**src/rtl/fdf_pkg.sv**
```systemverilog
`timescale 1ns / 1ps
// ----------------------------------------------------------------------------
// fdf_pkg
// Shared types, codes and constants of the fall detector core.
// ----------------------------------------------------------------------------
package fdf_pkg;

  // defaults of the top level parameters
  localparam int ONE_G_UNITS = 256;
  localparam int AXIS_BITS   = 16;

  // field widths
  localparam int AXIS_W   = 16;
  localparam int NOW_W    = 32;
  localparam int MAG_W    = 16;
  localparam int PHASE_W  = 2;
  localparam int CFG_W    = 16;
  localparam int NUM_REGS = 8;
  localparam int REG_IDX_W = 3;
  localparam int ADDR_W   = 5;
  localparam int APB_W    = 32;

  // stream packing
  localparam int IN_X_LSB   = 0;
  localparam int IN_Y_LSB   = 16;
  localparam int IN_Z_LSB   = 32;
  localparam int IN_NOW_LSB = 48;
  localparam int IN_DATA_W  = 80;
  localparam int IN_USER_W  = 2;
  localparam int USER_VALID = 0;
  localparam int USER_CLEAR = 1;
  localparam int OUT_DATA_W = 24;

  // fall phases
  localparam logic [PHASE_W-1:0] PH_MON    = 2'd0;
  localparam logic [PHASE_W-1:0] PH_LOW_G  = 2'd1;
  localparam logic [PHASE_W-1:0] PH_IMPACT = 2'd2;
  localparam logic [PHASE_W-1:0] PH_ALERT  = 2'd3;

  // register indexes
  localparam logic [REG_IDX_W-1:0] REG_LOW_G_LEVEL    = 3'd0;
  localparam logic [REG_IDX_W-1:0] REG_IMPACT_LEVEL   = 3'd1;
  localparam logic [REG_IDX_W-1:0] REG_STILL_BAND     = 3'd2;
  localparam logic [REG_IDX_W-1:0] REG_STILL_DELTA    = 3'd3;
  localparam logic [REG_IDX_W-1:0] REG_LOW_G_HOLD     = 3'd4;
  localparam logic [REG_IDX_W-1:0] REG_FALL_WINDOW    = 3'd5;
  localparam logic [REG_IDX_W-1:0] REG_STILL_HOLD     = 3'd6;
  localparam logic [REG_IDX_W-1:0] REG_IMPACT_TIMEOUT = 3'd7;

  // register reset values
  localparam logic [CFG_W-1:0] RST_LOW_G_LEVEL    = 16'd115;
  localparam logic [CFG_W-1:0] RST_IMPACT_LEVEL   = 16'd640;
  localparam logic [CFG_W-1:0] RST_STILL_BAND     = 16'd90;
  localparam logic [CFG_W-1:0] RST_STILL_DELTA    = 16'd26;
  localparam logic [CFG_W-1:0] RST_LOW_G_HOLD     = 16'd120;
  localparam logic [CFG_W-1:0] RST_FALL_WINDOW    = 16'd1500;
  localparam logic [CFG_W-1:0] RST_STILL_HOLD     = 16'd2500;
  localparam logic [CFG_W-1:0] RST_IMPACT_TIMEOUT = 16'd8000;

  // axis select for the shared squarer
  localparam logic [1:0] SEL_X = 2'd0;
  localparam logic [1:0] SEL_Y = 2'd1;
  localparam logic [1:0] SEL_Z = 2'd2;

  typedef struct packed {
    logic [CFG_W-1:0] low_g_level;
    logic [CFG_W-1:0] impact_level;
    logic [CFG_W-1:0] still_band;
    logic [CFG_W-1:0] still_delta;
    logic [CFG_W-1:0] low_g_hold_ms;
    logic [CFG_W-1:0] fall_window_ms;
    logic [CFG_W-1:0] still_hold_ms;
    logic [CFG_W-1:0] impact_timeout_ms;
  } cfg_t;

  // controller to datapath
  typedef struct packed {
    logic       load;
    logic       time_en;
    logic       mul_en;
    logic [1:0] mul_sel;
    logic       acc_en;
    logic       root_step;
    logic       update;
  } cmd_t;

  // datapath to controller
  typedef struct packed {
    logic out_free;
  } stat_t;

endpackage

```
**src/rtl/fdf_ctrl.sv**
```systemverilog
`timescale 1ns / 1ps
// ----------------------------------------------------------------------------
// fdf_ctrl
// Sequencer: load, three squaring steps, one root bit per cycle, update.
// ----------------------------------------------------------------------------
module fdf_ctrl #(
  parameter int AXIS_BITS = fdf_pkg::AXIS_BITS
) (
  input  logic           clk,
  input  logic           rst_n,
  input  logic           in_fire,
  input  fdf_pkg::stat_t stat,
  output logic           in_ready,
  output fdf_pkg::cmd_t  cmd
);

  localparam int CNT_W = $clog2(AXIS_BITS);
  localparam logic [CNT_W-1:0] SQ_LAST   = CNT_W'(3);
  localparam logic [CNT_W-1:0] ROOT_LAST = CNT_W'(AXIS_BITS - 1);

  localparam logic [1:0] ST_IDLE   = 2'd0;
  localparam logic [1:0] ST_SQUARE = 2'd1;
  localparam logic [1:0] ST_ROOT   = 2'd2;
  localparam logic [1:0] ST_UPDATE = 2'd3;

  logic [1:0]       state_r, state_nxt;
  logic [CNT_W-1:0] cnt_r, cnt_nxt;

  // next state and commands
  always_comb begin
    state_nxt     = state_r;
    cnt_nxt       = cnt_r;
    in_ready      = 1'b0;
    cmd           = '0;
    cmd.mul_sel   = fdf_pkg::SEL_X;
    case (state_r)
      ST_IDLE: begin
        in_ready = 1'b1;
        if (in_fire) begin
          cmd.load  = 1'b1;
          state_nxt = ST_SQUARE;
          cnt_nxt   = '0;
        end
      end
      ST_SQUARE: begin
        cmd.time_en = (cnt_r == '0);
        cmd.mul_en  = (cnt_r != SQ_LAST);
        cmd.acc_en  = (cnt_r != '0);
        case (cnt_r[1:0])
          2'd0:    cmd.mul_sel = fdf_pkg::SEL_X;
          2'd1:    cmd.mul_sel = fdf_pkg::SEL_Y;
          2'd2:    cmd.mul_sel = fdf_pkg::SEL_Z;
          default: cmd.mul_sel = fdf_pkg::SEL_X;
        endcase
        if (cnt_r == SQ_LAST) begin
          state_nxt = ST_ROOT;
          cnt_nxt   = '0;
        end else begin
          cnt_nxt = cnt_r + 1'b1;
        end
      end
      ST_ROOT: begin
        cmd.root_step = 1'b1;
        if (cnt_r == ROOT_LAST) begin
          state_nxt = ST_UPDATE;
          cnt_nxt   = '0;
        end else begin
          cnt_nxt = cnt_r + 1'b1;
        end
      end
      ST_UPDATE: begin
        if (stat.out_free) begin
          cmd.update = 1'b1;
          state_nxt  = ST_IDLE;
        end
      end
      default: begin
        state_nxt = ST_IDLE;
        cnt_nxt   = '0;
      end
    endcase
  end

  // state registers
  always_ff @(posedge clk) begin
    if (!rst_n) begin
      state_r <= ST_IDLE;
      cnt_r   <= '0;
    end else begin
      state_r <= state_nxt;
      cnt_r   <= cnt_nxt;
    end
  end

endmodule

```
**src/rtl/fdf_dp.sv**
```systemverilog
`timescale 1ns / 1ps
// ----------------------------------------------------------------------------
// fdf_dp
// Datapath: squarer, accumulator, bit-serial square root, phase logic and
// the result register.
// ----------------------------------------------------------------------------
module fdf_dp #(
  parameter int ONE_G_UNITS = fdf_pkg::ONE_G_UNITS,
  parameter int AXIS_BITS   = fdf_pkg::AXIS_BITS
) (
  input  logic                              clk,
  input  logic                              rst_n,
  input  fdf_pkg::cmd_t                     cmd,
  input  fdf_pkg::cfg_t                     cfg,
  input  logic [fdf_pkg::IN_DATA_W-1:0]     in_tdata,
  input  logic [fdf_pkg::IN_USER_W-1:0]     in_tuser,
  input  logic                              out_tready,
  output logic                              out_tvalid,
  output logic [fdf_pkg::OUT_DATA_W-1:0]    out_tdata,
  output fdf_pkg::stat_t                    stat
);

  localparam int A      = AXIS_BITS;
  localparam int SUM_W  = 2 * A;
  localparam int REM_W  = A + 1;
  localparam int TRY_W  = A + 4;
  localparam int MAG_W  = fdf_pkg::MAG_W;
  localparam int NOW_W  = fdf_pkg::NOW_W;
  localparam logic [MAG_W:0] ONE_G = (MAG_W + 1)'(ONE_G_UNITS);

  // sample registers
  logic signed [A-1:0] ax_r, ay_r, az_r;
  logic [NOW_W-1:0]    now_r;
  logic                valid_r, clear_r;

  // arithmetic registers
  logic [SUM_W-1:0] prod_r;
  logic [SUM_W-1:0] acc_r;
  logic [REM_W-1:0] rem_r;
  logic [A-1:0]     root_r;

  // elapsed time flags
  logic lg_hold_ok_r, fw_exp_r, still_ok_r, imp_exp_r;

  // detector state
  logic [fdf_pkg::PHASE_W-1:0] phase_r, phase_nxt;
  logic [NOW_W-1:0]            low_g_since_r, low_g_since_nxt;
  logic                        low_g_timing_r, low_g_timing_nxt;
  logic [NOW_W-1:0]            phase_since_r, phase_since_nxt;
  logic [NOW_W-1:0]            still_since_r, still_since_nxt;
  logic                        still_timing_r, still_timing_nxt;
  logic [MAG_W-1:0]            last_mag_r, last_mag_nxt;

  // result register
  logic                                out_valid_r;
  logic [fdf_pkg::OUT_DATA_W-1:0]      out_data_r, out_data_nxt;

  logic signed [A-1:0]   mul_op;
  logic signed [SUM_W-1:0] square;
  logic [TRY_W-1:0]      rem_sh, trial;
  logic [NOW_W-1:0]      el_low, el_phase, el_still;
  logic [MAG_W-1:0]      mag;
  logic [MAG_W:0]        dist_one_g, dist_last;
  logic                  still, alert_start;

  // squarer operand select
  always_comb begin
    case (cmd.mul_sel)
      fdf_pkg::SEL_X: mul_op = ax_r;
      fdf_pkg::SEL_Y: mul_op = ay_r;
      fdf_pkg::SEL_Z: mul_op = az_r;
      default:        mul_op = ax_r;
    endcase
    square = mul_op * mul_op;
  end

  // one root bit per step
  assign rem_sh = {1'b0, rem_r, acc_r[SUM_W-1 -: 2]};
  assign trial  = rem_sh - {2'b00, root_r, 2'b01};

  // elapsed times, modulo 2^32
  assign el_low   = now_r - low_g_since_r;
  assign el_phase = now_r - phase_since_r;
  assign el_still = now_r - still_since_r;

  // magnitude compares
  assign mag        = valid_r ? MAG_W'(root_r) : '0;
  assign dist_one_g = ({1'b0, mag} >= ONE_G) ? ({1'b0, mag} - ONE_G) : (ONE_G - {1'b0, mag});
  assign dist_last  = (mag >= last_mag_r) ? ({1'b0, mag} - {1'b0, last_mag_r})
                                          : ({1'b0, last_mag_r} - {1'b0, mag});
  assign still      = (dist_one_g < {1'b0, cfg.still_band}) &&
                      (dist_last < {1'b0, cfg.still_delta});

  // phase machine of the detector
  always_comb begin
    phase_nxt        = phase_r;
    low_g_since_nxt  = low_g_since_r;
    low_g_timing_nxt = low_g_timing_r;
    phase_since_nxt  = phase_since_r;
    still_since_nxt  = still_since_r;
    still_timing_nxt = still_timing_r;
    last_mag_nxt     = last_mag_r;
    alert_start      = 1'b0;

    // acknowledge acts before the sample
    if (phase_r == fdf_pkg::PH_ALERT && clear_r) begin
      phase_nxt        = fdf_pkg::PH_MON;
      low_g_timing_nxt = 1'b0;
      still_timing_nxt = 1'b0;
    end

    if (valid_r) begin
      case (phase_nxt)
        fdf_pkg::PH_MON: begin
          if (mag < cfg.low_g_level) begin
            if (!low_g_timing_nxt) begin
              low_g_since_nxt  = now_r;
              low_g_timing_nxt = 1'b1;
            end else if (lg_hold_ok_r) begin
              phase_nxt       = fdf_pkg::PH_LOW_G;
              phase_since_nxt = now_r;
            end
          end else begin
            low_g_timing_nxt = 1'b0;
          end
        end
        fdf_pkg::PH_LOW_G: begin
          if (mag > cfg.impact_level) begin
            phase_nxt        = fdf_pkg::PH_IMPACT;
            phase_since_nxt  = now_r;
            still_timing_nxt = 1'b0;
          end else if (fw_exp_r) begin
            phase_nxt        = fdf_pkg::PH_MON;
            low_g_timing_nxt = 1'b0;
          end
        end
        fdf_pkg::PH_IMPACT: begin
          if (still) begin
            if (!still_timing_nxt) begin
              still_since_nxt  = now_r;
              still_timing_nxt = 1'b1;
            end else if (still_ok_r) begin
              phase_nxt   = fdf_pkg::PH_ALERT;
              alert_start = 1'b1;
            end
          end else begin
            still_timing_nxt = 1'b0;
          end
          if (!alert_start && imp_exp_r) begin
            phase_nxt        = fdf_pkg::PH_MON;
            low_g_timing_nxt = 1'b0;
          end
        end
        default: begin
        end
      endcase
      last_mag_nxt = mag;
    end

    out_data_nxt = {4'b0000, mag, alert_start, (phase_nxt != phase_r), phase_nxt};
  end

  // sample capture and arithmetic
  always_ff @(posedge clk) begin
    if (cmd.load) begin
      ax_r    <= in_tdata[fdf_pkg::IN_X_LSB +: A];
      ay_r    <= in_tdata[fdf_pkg::IN_Y_LSB +: A];
      az_r    <= in_tdata[fdf_pkg::IN_Z_LSB +: A];
      now_r   <= in_tdata[fdf_pkg::IN_NOW_LSB +: NOW_W];
      valid_r <= in_tuser[fdf_pkg::USER_VALID];
      clear_r <= in_tuser[fdf_pkg::USER_CLEAR];
      acc_r   <= '0;
      rem_r   <= '0;
      root_r  <= '0;
    end else if (cmd.acc_en) begin
      acc_r <= acc_r + prod_r;
    end else if (cmd.root_step) begin
      acc_r <= {acc_r[SUM_W-3:0], 2'b00};
      if (!trial[TRY_W-1]) begin
        rem_r  <= trial[REM_W-1:0];
        root_r <= {root_r[A-2:0], 1'b1};
      end else begin
        rem_r  <= rem_sh[REM_W-1:0];
        root_r <= {root_r[A-2:0], 1'b0};
      end
    end
    if (cmd.mul_en) begin
      prod_r <= $unsigned(square);
    end
    if (cmd.time_en) begin
      lg_hold_ok_r <= el_low >= NOW_W'(cfg.low_g_hold_ms);
      fw_exp_r     <= el_phase > NOW_W'(cfg.fall_window_ms);
      imp_exp_r    <= el_phase > NOW_W'(cfg.impact_timeout_ms);
      still_ok_r   <= el_still >= NOW_W'(cfg.still_hold_ms);
    end
    if (cmd.update) begin
      out_data_r <= out_data_nxt;
    end
  end

  // detector state and result valid
  always_ff @(posedge clk) begin
    if (!rst_n) begin
      phase_r        <= fdf_pkg::PH_MON;
      low_g_since_r  <= '0;
      low_g_timing_r <= 1'b0;
      phase_since_r  <= '0;
      still_since_r  <= '0;
      still_timing_r <= 1'b0;
      last_mag_r     <= MAG_W'(ONE_G_UNITS);
      out_valid_r    <= 1'b0;
    end else begin
      if (cmd.update) begin
        phase_r        <= phase_nxt;
        low_g_since_r  <= low_g_since_nxt;
        low_g_timing_r <= low_g_timing_nxt;
        phase_since_r  <= phase_since_nxt;
        still_since_r  <= still_since_nxt;
        still_timing_r <= still_timing_nxt;
        last_mag_r     <= last_mag_nxt;
      end
      if (cmd.update) begin
        out_valid_r <= 1'b1;
      end else if (out_tready) begin
        out_valid_r <= 1'b0;
      end
    end
  end

  assign out_tvalid    = out_valid_r;
  assign out_tdata     = out_data_r;
  assign stat.out_free = !out_valid_r || out_tready;

endmodule

```
**src/rtl/fall_detector_fsm_core.sv**
```systemverilog
`timescale 1ns / 1ps
// Sequence: each item passes through the input transfer, the squarer steps, one square
//   root bit per cycle and the result update, which waits while the previous result
//   is held in the output register; a new input is taken only once the update is done.
// Reset: synchronous active-low rst_n returns the detector to monitoring, the
//   registers to their defaults and the last magnitude to one g.
// ----------------------------------------------------------------------------
// fall_detector_fsm_core
// Accelerometer fall detector: magnitude, free fall, impact and stillness.
// ----------------------------------------------------------------------------
module fall_detector_fsm_core #(
  parameter int ONE_G_UNITS = fdf_pkg::ONE_G_UNITS,
  parameter int AXIS_BITS   = fdf_pkg::AXIS_BITS
) (
  input  logic                              clk,
  input  logic                              rst_n,
  // input stream
  input  logic                              in_tvalid,
  output logic                              in_tready,
  // accel_x[15:0], accel_y[31:16], accel_z[47:32], now_ms[79:48]
  input  logic [fdf_pkg::IN_DATA_W-1:0]     in_tdata,
  // sample_valid[0], clear_alert[1]
  input  logic [fdf_pkg::IN_USER_W-1:0]     in_tuser,
  // result stream
  output logic                              out_tvalid,
  input  logic                              out_tready,
  // phase[1:0], phase_changed[2], alert_start[3], magnitude[19:4], zero[23:20]
  output logic [fdf_pkg::OUT_DATA_W-1:0]    out_tdata,
  // register port
  input  logic                              psel,
  input  logic                              penable,
  input  logic                              pwrite,
  input  logic [fdf_pkg::ADDR_W-1:0]        paddr,
  input  logic [fdf_pkg::APB_W-1:0]         pwdata,
  output logic [fdf_pkg::APB_W-1:0]         prdata,
  output logic                              pready
);

  logic [fdf_pkg::CFG_W-1:0]     regs_r [fdf_pkg::NUM_REGS];
  logic [fdf_pkg::REG_IDX_W-1:0] reg_idx;
  logic                          reg_wr;
  fdf_pkg::cfg_t                 cfg;
  fdf_pkg::cmd_t                 cmd;
  fdf_pkg::stat_t                stat;
  logic                          in_fire;

  // register file
  assign pready  = 1'b1;
  assign reg_idx = paddr[fdf_pkg::ADDR_W-1:2];
  assign reg_wr  = psel && penable && pwrite && pready;
  assign prdata  = {{(fdf_pkg::APB_W - fdf_pkg::CFG_W){1'b0}}, regs_r[reg_idx]};

  always_ff @(posedge clk) begin
    if (!rst_n) begin
      regs_r[fdf_pkg::REG_LOW_G_LEVEL]    <= fdf_pkg::RST_LOW_G_LEVEL;
      regs_r[fdf_pkg::REG_IMPACT_LEVEL]   <= fdf_pkg::RST_IMPACT_LEVEL;
      regs_r[fdf_pkg::REG_STILL_BAND]     <= fdf_pkg::RST_STILL_BAND;
      regs_r[fdf_pkg::REG_STILL_DELTA]    <= fdf_pkg::RST_STILL_DELTA;
      regs_r[fdf_pkg::REG_LOW_G_HOLD]     <= fdf_pkg::RST_LOW_G_HOLD;
      regs_r[fdf_pkg::REG_FALL_WINDOW]    <= fdf_pkg::RST_FALL_WINDOW;
      regs_r[fdf_pkg::REG_STILL_HOLD]     <= fdf_pkg::RST_STILL_HOLD;
      regs_r[fdf_pkg::REG_IMPACT_TIMEOUT] <= fdf_pkg::RST_IMPACT_TIMEOUT;
    end else if (reg_wr) begin
      regs_r[reg_idx] <= pwdata[fdf_pkg::CFG_W-1:0];
    end
  end

  assign cfg.low_g_level       = regs_r[fdf_pkg::REG_LOW_G_LEVEL];
  assign cfg.impact_level      = regs_r[fdf_pkg::REG_IMPACT_LEVEL];
  assign cfg.still_band        = regs_r[fdf_pkg::REG_STILL_BAND];
  assign cfg.still_delta       = regs_r[fdf_pkg::REG_STILL_DELTA];
  assign cfg.low_g_hold_ms     = regs_r[fdf_pkg::REG_LOW_G_HOLD];
  assign cfg.fall_window_ms    = regs_r[fdf_pkg::REG_FALL_WINDOW];
  assign cfg.still_hold_ms     = regs_r[fdf_pkg::REG_STILL_HOLD];
  assign cfg.impact_timeout_ms = regs_r[fdf_pkg::REG_IMPACT_TIMEOUT];

  // input transfer
  assign in_fire = in_tvalid && in_tready;

  // sequencer
  fdf_ctrl #(
    .AXIS_BITS (AXIS_BITS)
  ) u_ctrl (
    .clk      (clk),
    .rst_n    (rst_n),
    .in_fire  (in_fire),
    .stat     (stat),
    .in_ready (in_tready),
    .cmd      (cmd)
  );

  // datapath
  fdf_dp #(
    .ONE_G_UNITS (ONE_G_UNITS),
    .AXIS_BITS   (AXIS_BITS)
  ) u_dp (
    .clk        (clk),
    .rst_n      (rst_n),
    .cmd        (cmd),
    .cfg        (cfg),
    .in_tdata   (in_tdata),
    .in_tuser   (in_tuser),
    .out_tready (out_tready),
    .out_tvalid (out_tvalid),
    .out_tdata  (out_tdata),
    .stat       (stat)
  );

  // one item in work at a time
  a_one_item: assert property (@(posedge clk) disable iff (!rst_n)
    in_tvalid && in_tready |=> !in_tready)
    else $error("input taken while an item is in work");

  // a new result only comes from an item in work
  a_result_src: assert property (@(posedge clk) disable iff (!rst_n)
    $rose(out_tvalid) |-> $past(!in_tready))
    else $error("result without an item in work");

  // alert entry is a phase change into alert
  a_alert_entry: assert property (@(posedge clk) disable iff (!rst_n)
    out_tvalid && out_tdata[3] |->
      out_tdata[1:0] == fdf_pkg::PH_ALERT && out_tdata[2])
    else $error("alert start outside alert entry");

endmodule
```
**config.mk**
```make
export PLATFORM = sky130hd
export DESIGN_NAME = fall_detector_fsm_core
export DESIGN_NICKNAME = d
export VERILOG_FILES = /design/src/rtl/fdf_pkg.sv /design/src/rtl/fdf_ctrl.sv /design/src/rtl/fdf_dp.sv /design/src/rtl/fall_detector_fsm_core.sv
export SDC_FILE = /design/constraint.sdc
export NUM_CORES = 2
export LEC_CHECK = 0
export ABC_AREA = 1
export BUFFER_PORTS_ARGS = -buffer_cell sky130_fd_sc_hd__buf_4
export CORE_MARGIN = 4
export CORE_UTILIZATION = 57
export DETAILED_ROUTE_END_ITERATION = 12
export GPL_ROUTABILITY_DRIVEN = 0
export PLACE_DENSITY = 0.85
export SLEW_MARGIN = 20
export SYNTH_ARGS = -nofsm -noshare
export SYNTH_HDL_FRONTEND = slang
export SYNTH_HIERARCHICAL = 1
export SYNTH_SLANG_ARGS = --single-unit
```
**constraint.sdc**
```tcl
create_clock -name clk -period 10.57 [get_ports clk]
set_clock_uncertainty 0.2 [all_clocks]
set_input_delay 0.5285 -clock clk [delete_from_list [all_inputs] [get_ports clk]]
set_output_delay 0.5285 -clock clk [all_outputs]
set_load 0.05 [all_outputs]
```
==> metrics.md <==
| Metric | Value |
|---|---|
| DRT Pass-1 Iters | 6 |
| Critical path class | register to register |
| DR iter-0 viols | 3613 |
| Setup violators final | 0 |
| Die X | 274.1 µm |
| Final period util | 0.8540 |
| Post-DR wirelength/cell | 17.04 µm |
| Largest net degree at the start of global routing | 94 |
| Clock Tree Root | clkbuf_16 |
| RSZ-0062 raised after global routing | no |
| Vias/cell | 5.629 |
| Sink Count | 453 |
| Tightest Pin Transition | 1.118 ns |
| R2R setup slack | 1.54 ns |
| DRC viols | 0 |
| R2R Path End | u_dp/prod_r[22]$_DFFE_PP_ |
| Maxcap violations | 0 |
| CP Launch Type | register |
| Avg Cell Area, Syn | 7.800 µm² |
| Min Tclk post-route | 9.027 ns |
| Top-area cell type share of the netlist area | 0.1972 |
| Final hold viol count | 0 |
| Total wire length | 108100 µm |
| Ant. Diodes | 0 |
| Reg2Reg Depth | 28 |
| PortBufs | 145 |
| Max-slew headroom | 0.2547 |
| Fillers | 5607 |
| Row count | 97 |
| Std-Cell Core Area | 70150 µm² |
| Longest Clk Path Bufs | 3 |
| Most Frequent Cell on Critical Path | inv_1 |
| Global-route wire length before repair | 171400 µm |
| Initial antenna violation count | 0 |
| Grt total ovfl | 0 |
| Hold_ws | 0.1395 ns |
| Final non-filler cell total | 6342 |
| Crit path largest cell delay | 0.70 ns |
| Storage cell area | 11720 µm² |
| Origin of the critical flop-to-flop path | u_ctrl/state_r[1]$_SDFFE_PN0P_ |
| Setup TNS | 0 ns |
| IO Count | 185 |
| Post-synth top cells | nand2_1 (1128), inv_1 (954), nor2_1 (446) |
| Syn Std Cell Area | 40350 µm² |
| Ys Warns | 6 |
| Post-synth top area cell | edfxtp_1 |
| Worst skew pair latency | 0.62 ns |
| Worst path slowest cell | o21ai_1 |
| Max FO, Critical Path | 17 |
| DP Cell Count | 6163 |
| Area contributors post-synth | edfxtp_1 (20%), ha_1 (12%), fa_1 (12%) |
| Post-CTS Setup Bufs | 0 |
| Dpl cell area | 42180 µm² |
| Antenna Nets Post-Route | 0 |
| Worst Hold Class | primary input to register |
| Slew Limit Fails | 0 |
| Post-cts hold buffer count | 82 |
| Layout Nets | 6127 |
| Ys flop type | edfxtp_1 |
| Vias in the first global route | 34590 |
| Finished Cell Area | 44770 µm² |
| Async set or reset register ratio after synthesis | 0 |
| PostCTS Resize Cnt | 0 |
| Layout area overhead | 10.95% |
| Starting Density | 0.5752 |
| Cts bufs inserted | 51 |
| Max Clk Rate | 110.8 MHz |
| GRT Util Overall | 0.2803 |
| Die Y | 274.1 µm |
| Cells after synthesis | 5173 |
| Yosys cell types | 63 |
| Most frequent cell after synthesis | nand2_1 |
| Status | finished clean |
| H-Tree Depth | 2 |
| Crit. Startpoint | u_ctrl/state_r[1]$_SDFFE_PN0P_ |
| Vias | 35700 |
| Crit. End Element | register |
| Share of cells above drive strength 1 | 0.06127 |
| Crit path DAT | 9.19 ns |
| Area occupied by multi-input gates | 24400 µm² |
| Crit path capture | u_dp/prod_r[22]$_DFFE_PP_ |
| Final HPWL DP | 80680 µm |
| Seq/Total Area, Yosys | 0.2905 |
| Critical Path RT | 10.73 ns |
| Die area | 75110 µm² |
| Post-synth EDFFs | 265 |
| CTS tree | built |
| CTS clk-pin slew, worst paths | 0.06 ns |
| Yosys reg bits | 453 |
==> layout by cell type, fill, tap and decap left out, types with 53 or more instances in the layout <==
master,netlist,layout
nand3_1,132,132
nor2_1,446,444
o21ai_0,248,245
dlygate4sd3_1,0,82
nor3_1,54,54
nand2_1,1128,1128
edfxtp_1,265,265
inv_1,954,953
buf_4,24,170
xor2_1,98,98
ha_1,399,399
clkbuf_16,0,53
xnor2_1,57,57
a21oi_1,414,413
dfxtp_1,188,188
fa_1,243,243
==> worst min path at each step <==
stage / startpoint / depth (start not counted) / endpoint
6_report: rst_n / 3 / u_ctrl/state_r[1]$_SDFFE_PN0P_
5_1_grt: rst_n / 3 / u_ctrl/state_r[0]$_SDFFE_PN0P_
4_1_cts: rst_n / 3 / u_ctrl/state_r[1]$_SDFFE_PN0P_
3_5_place_dp: u_dp/low_g_since_r[0]$_SDFFE_PN0P_ / 2 / u_dp/low_g_since_r[0]$_SDFFE_PN0P_
3_3_place_gp: u_dp/phase_since_r[0]$_SDFFE_PN0P_ / 2 / u_dp/phase_since_r[0]$_SDFFE_PN0P_
2_1_floorplan: u_dp/low_g_since_r[0]$_SDFFE_PN0P_ / 2 / u_dp/low_g_since_r[0]$_SDFFE_PN0P_
==> stage by stage <==
stage	worst slack [ns]	utilization
after floorplan	2.985	-
after global placement	1.711	0.6013
after detailed placement	1.628	0.6013
after CTS	1.604	0.6378
after global routing	1.117	0.6382
final	1.543	0.6382
==> layer usage <==
metal	track usage	share of wire	vias up
met1	0.3590	0.39	16480
li1	-	-	17030
met2	0.4601	0.46	1745
met4	0.1432	0.059	0
met3	0.04594	0.090	439
met5	0	0	-
==> critical path, delay by kind of cell (launching register included) <==
| family | cells | cell delay (ns) |
|---|---|---|
| adders and majority gates | 9 | 4.22 |
| AOI/OAI and AO/OA | 6 | 2.03 |
| xor gates and xnor gates | 1 | 0.13 |
| and+or+nand+nor | 4 | 0.59 |
| buffers and inverters | 8 | 1.28 |
| DFF | 1 | 0.34 |
==> cells by family (layout without fill, tap and decap cells) <==
family                     count (synthesis)  in the layout  share of synthesized area
adders and majority gates                642            642                     0.2443
other                                      3             21                  0.0002791
DFF                                      453            453                     0.2905
AOI/OAI and AO/OA                        945            945                     0.1332
buffers and inverters                   1101           1312                     0.1070
and+or+nand+nor                         1872           1872                     0.1906
xor gates and xnor gates                 155            155                    0.03364
muxes                                      2              2                  0.0004962
==> area by class of cell <==
cell class	instances	share of cell area
multi-input combinational	3637	0.5451
sequential	453	0.2618
inverter	963	0.08080
timing repair buffer	253	0.04718
clock buffer	65	0.03130
tap	940	0.02627
clock inverter	31	0.007546
==> registers in the layout, summed over array words and instances (netlist names), 17 cells and up <==
name	count
u_dp/now_r	32
u_dp/low_g_since_r	32
u_dp/out_tdata	20
u_dp/phase_since_r	32
u_dp/prod_r	31
u_dp/acc_r	32
u_dp/rem_r	17
u_dp/still_since_r	32
regs_r	128
Power is left out: the tool's default activity adds up to more than one toggle a clock period on the data nets, which glitch-free logic cannot reach.
